$ cat config.mk
export PLATFORM = sky130hd
export DESIGN_NAME = orlo_alu
export DESIGN_NICKNAME = d
export VERILOG_FILES = /design/src/design/orlo_pkg.sv /design/src/design/orlo_alu.sv
export SDC_FILE = /design/constraint.sdc
export NUM_CORES = 1
export LEC_CHECK = 0
export ABC_AREA = 1
export BUFFER_PORTS_ARGS = -buffer_cell sky130_fd_sc_hd__buf_2
export CAP_MARGIN = 20
export CORE_UTILIZATION = 30
export DETAILED_ROUTE_END_ITERATION = 10
export SETUP_SLACK_MARGIN = 0.3
export SYNTH_ARGS = -nofsm -noshare
export SYNTH_HDL_FRONTEND = slang
export SYNTH_SLANG_ARGS = --single-unit
$ cat constraint.sdc
create_clock -name vclk -period 6.85
set_input_delay 1.37 -clock vclk [all_inputs]
set_output_delay 1.37 -clock vclk [all_outputs]
set_load 0.005 [all_outputs]
$ cat src/design/orlo_pkg.sv
// orlo_pkg: shared constants, register map and helper for the occupancy ray log-odds block
// no dependencies; imported by orlo_alu and occupancy_ray_log_odds_update

package orlo_pkg;

   // default geometry and cell word size
   localparam int GRID_W_DEFAULT    = 256;
   localparam int GRID_H_DEFAULT    = 256;
   localparam int CELL_BITS_DEFAULT = 16;

   // field widths
   localparam int COORD_W     = 8;
   localparam int COUNT_W     = 9;
   localparam int OUT_WORD_W  = 16;
   localparam int FREE_W      = 11;
   localparam int OCC_W       = 11;
   localparam int LMIN_W      = 16;
   localparam int LMAX_W      = 15;
   localparam int CSR_DATA_W  = 32;
   localparam int CSR_ADDR_W  = 4;
   localparam int ERR_W       = 11;

   // register reset values
   localparam logic signed [FREE_W-1:0] FREE_STEP_RESET     = -11'sd1;
   localparam logic [OCC_W-1:0]         OCCUPIED_STEP_RESET = 11'd3;
   localparam logic signed [LMIN_W-1:0] LEVEL_MIN_RESET     = -16'sd512;
   localparam logic [LMAX_W-1:0]        LEVEL_MAX_RESET     = 15'd512;

   // register map, word index
   typedef enum logic [1:0] {
      REG_FREE_STEP     = 2'd0,
      REG_OCCUPIED_STEP = 2'd1,
      REG_LEVEL_MIN     = 2'd2,
      REG_LEVEL_MAX     = 2'd3
   } reg_index_type;

   // width of the shared adder: room for a cell word or a 16 bit bound, plus two bits for carry
   function automatic int sum_width(input int cell_bits);
      int w;
      w = (cell_bits > LMIN_W) ? cell_bits : LMIN_W;
      return w + 2;
   endfunction

endpackage

$ cat src/design/orlo_alu.sv
// orlo_alu: shared cell adder with saturation and bound compares
// depends on orlo_pkg (sum_width)

module orlo_alu
   import orlo_pkg::*;
#(
   parameter int CELL_BITS = CELL_BITS_DEFAULT
) (
   input  logic signed [CELL_BITS-1:0]            operand,
   input  logic signed [sum_width(CELL_BITS)-1:0] step,
   input  logic signed [sum_width(CELL_BITS)-1:0] bound,
   output logic signed [CELL_BITS-1:0]            sum_sat,
   output logic signed [CELL_BITS-1:0]            sum_wrap,
   output logic                                   ge_bound,
   output logic                                   le_bound
);

   localparam int SUM_W = sum_width(CELL_BITS);
   localparam logic signed [SUM_W-1:0] CELL_MAX =
      SUM_W'((64'sd1 <<< (CELL_BITS - 1)) - 64'sd1);
   localparam logic signed [SUM_W-1:0] CELL_MIN = -CELL_MAX - SUM_W'(1);

   logic signed [SUM_W-1:0] sum;

   assign sum      = SUM_W'(operand) + step;
   assign ge_bound = (sum >= bound);
   assign le_bound = (sum <= bound);
   assign sum_wrap = CELL_BITS'(sum);

   always_comb begin
      if (sum > CELL_MAX) begin
         sum_sat = CELL_BITS'(CELL_MAX);
      end else if (sum < CELL_MIN) begin
         sum_sat = CELL_BITS'(CELL_MIN);
      end else begin
         sum_sat = CELL_BITS'(sum);
      end
   end

endmodule

# Yosys cells after proc, flatten, opt, wreduce, memory -nomap -nowiden
# Index checks and enable logic that the tools add are counted.
# totals
regBits	0
latch_bits	0
ramBits	0
mem_bits_ro	0
inputBits	52
output_inout_bits	34
mem_count	0
# classes
addsub	1
n_mul	0
n_div	0
order_cmp	4
n_eq_ne	0
shift	0
n_mux	2
bitwise	0
reduce_logical	0
# op_table
cell	n
$mux W16	2
$add A16 B18 Y18	1
$ge A18 B18 Y1	1
$gt A18 B16 Y1 const B	1
$le A18 B18 Y1	1
$lt A18 B16 Y1 const B	1

# Depth between registers and ports, before layout
# logic_depth
depth_word	4
ltp_mapped	21
mapped_depth_nobuf	21

# Worst setup path before layout
# No wires, ideal clock.
# synth_timing
kind	input-to-output
start	input port operand[4]
end	output port ge_bound
arrival_ps	3711
required_ps	5480
path_slack_ps	1769
path_stages	19
n_path_buf	0
path_cell_list	ha_1 > a21oi_2 > nor2_1 > nor2_1 > o21ai_4 > a21oi_1 > o21ai_0 > xor2_1 > ha_1 > nand2_1 > nor3_1 > nand2_1 > nand2_1 > nand2_1 > nand2_1 > nand4_1 > nand3_1 > nand2_1 > nand2_1
# synth_via
elab_chain_cells	2
# synth_rtl
element	line_no	rtl
start: declaration	orlo_alu.sv:9	input logic signed [CELL_BITS-1:0] operand,
$add A16 B18 Y18	orlo_alu.sv:25	assign sum = SUM_W'(operand) + step;
net sum_wrap[13]	orlo_alu.sv:13	output logic signed [CELL_BITS-1:0] sum_wrap,
$ge A18 B18 Y1	orlo_alu.sv:26	assign ge_bound = (sum >= bound);
end: declaration	orlo_alu.sv:14	output logic ge_bound,
# The timed path passes the listed nets, and every way through them passes these cells.

# Worst setup path after layout
# layout_timing
start	input port operand[4]
end	output port ge_bound
# layout_via
elab_chain_cells	2
# layout_rtl
element	line_no
$add A16 B18 Y18	orlo_alu.sv:25
$ge A18 B18 Y1	orlo_alu.sv:26
# No other way between the ends.

==> qor.yml <==
place:
  dp_cells: 420
  dp_slack_ns: 1.24
  gp_congestion: 0.912
  placed_area_um2: 2120
  port_buffers: 86
  hpwl_um: 4010
sta:
  tightest_slew_ns: 0.460
  fmax_ghz: 0.178
  fin_ws_ns: 1.24
  slew_headroom_pct: 69.1
  hold_viol: 0
  report.final.setup_viol: 0
  finalCritPeriodShare_pct: 81.8
  finalMaxSlewViolations: 0
  fin_crit_ns: 5.61
  timing.hold.ws_ns: 3.08
  finalSetupTns_ns: 0
  rsz0062_at_grt: "no"
global_route:
  grt_usage_pct: 15.4
  grt_pass1_vias: 1631
  grt-ovfl-total: 0
  grt_pass1_wl_um: 7000
  antenna_found_initial: 0
  grt_max_degree: 16
routing:
  post_drt_wl_per_cell_um: 10.6
  viasPerCell: 4.57
  first_pass_iters: 4
  top_layer_used: "met3"
  met2WireLength_um: 2030
  wl_um: 4470
  final_antenna_net_count: 0
  drt-initial-drc-count: 40
  drcViolationCount: 0
  dr_total_vias: 1918
  wl_met3_um: 244
  drt-met1-wl_um: 2190
layout:
  area_growth_pct: 29.7
  finish.instance_area_um2: 2120
  clkbuf_count: 0
  layout.area.seq_um2: 0
  nFlopsAndLatches: 0
  diodes: 0
  fin_cells: 420
  fillers: 585
  drive_above_1_share_pct: 30.6
  final_nets: 439
clocking:
  post_cts.repair.setup_buffers: 0
  cts_resized: 0
  hold_buffers: 0
setup_path:
  end_kind: "primary output"
  crit_buf_inv: 2
  critPathMaxStageDelay_ns: 0.38
  start_kind: "input pin"
  crit_type: "in2out"
  required_ns: 5.48
  cp_top_family: "compound AO/OA/AOI/OAI gates"
  critPathSlowestCell: "ha_1"
  cp_max_fo: 6
  cp_cell_sequence: "buf_2, ha_1, a21oi_2, nor2_1, nor2_1, o21ai_4, a21oi_1, o21ai_0, xor2_1, ha_1, a21oi_1, nand2_1, a21oi_1, nand2_1, nand2_1, nand2_1, nand4_1, nand3_1, nand2_1, nand2_1, buf_2"
  crit_path_frequent_cell: "nand2_1"
  critPathArrivalTime_ns: 4.24
synth:
  synth_cells: 266
  yosysUniqueCellTypes: 32
  ys_seq_area_share_pct: 0
  synth_top_family_by_area: "simple AND/OR/NAND/NOR gates"
  syn_avg_cell_area_um2: 6.15
  synth_nets: 353
  yosys.area_share.adder_pct: 27.2
  synthMuxAreaShare_pct: 0
  yosysWarnings: 0
  synth_compound_area_share_pct: 13.4
  synth-xor-area-share_pct: 10.7
  netlist_area_um2: 1640
  yosys.area_share.simple_pct: 37.6
die:
  dieArea_um2: 5750
  ios: 86
  die_w_um: 75.9
  fp-row-count: 26
  core_um2: 5170
  start_util_pct: 31.6
  fp.dieH_um: 75.9
outcome:
  outcome: "finished, final reports clean"
power_and_ir_drop:
  power_density_nw_per_um2: 143
  p_leak_nw: 1.31
  vdd_ir_drop_max_uv: 43.5
flow_run:
  drv_cap: 0
min_path:
  hold_path.class: "in2out"
## cells in the mapped netlist (2+ instances only)
master,count,area [um2]
a21o_1,2,15.0
nand2_2,6,37.5
xnor2_1,7,61.3
xor2_1,8,70.1
nand2_4,3,33.8
nand3_2,2,20.0
nand2_1,85,319
a21oi_1,19,95.1
a31oi_1,2,12.5
or2_2,2,12.5
ha_1,34,425
o21ai_1,2,10.0
nand4_1,4,25.0
nor2_1,15,56.3
o21ai_0,4,20.0
o21bai_1,3,22.5
nand3_1,15,75.1
inv_1,39,146
## metal layers
| metal | GRT usage (%) | vias up |
|---|---|---|
| met5 | 0 | - |
| met4 | 0 | 0 |
| met1 | 21.4 | 831 |
| li1 | - | 1038 |
| met3 | 1.32 | 0 |
| met2 | 27.1 | 49 |
## path summary, 6_finish.rpt
path	startpoint	end	slack [ns]	cells past startpoint
max	operand[4]	ge_bound	1.24	21
min	step[0]	sum_wrap[0]	3.08	3
## tightest hold or removal path: stages
cell	delay, ns
buf_2	0.08
ha_1	0.15
buf_2	0.12
## metrics by stage
stage                     power [mW]  util (%)
after floorplan                0.206         -
after global placement         0.304      41.0
after detailed placement       0.306      41.0
after CTS                      0.308      41.0
after global routing           0.350      41.0
final                          0.304      41.0
## area by class of cell
| type | count | area [um2] | share of cell area [%] |
|---|---|---|---|
| Inverter | 40 | 150 | 7.07 |
| Multi-Input combinational cell | 224 | 1460 | 68.5 |
| Timing Repair Buffer | 86 | 430 | 20.3 |
| Tap cell | 70 | 87.6 | 4.12 |
## placed cells by master, fill, tap and decap left out, types with 4 or more instances in the layout
cell	n
nand4_1	4
o21ai_0	4
buf_2	86
xor2_1	8
nand2_2	6
nand3_1	15
xnor2_1	7
inv_1	39
ha_1	34
nor2_1	15
nand2_1	85
a21oi_1	19
## power by group
part / leakage (nW) / internal (mW) / switching [mW]
clock: 0 / 0 / 0
sequential: 0 / 0 / 0
combinational: 1.31 / 0.130 / 0.173
## cell families after synthesis
kind of cell,Yosys count
buffers and inverters,42
xor gates and xnor gates,17
and+or+nand+nor,137
adders and majority gates,35
AOI/OAI and AO/OA,35
No activity file was read; power rests on OpenSTA's default activity.
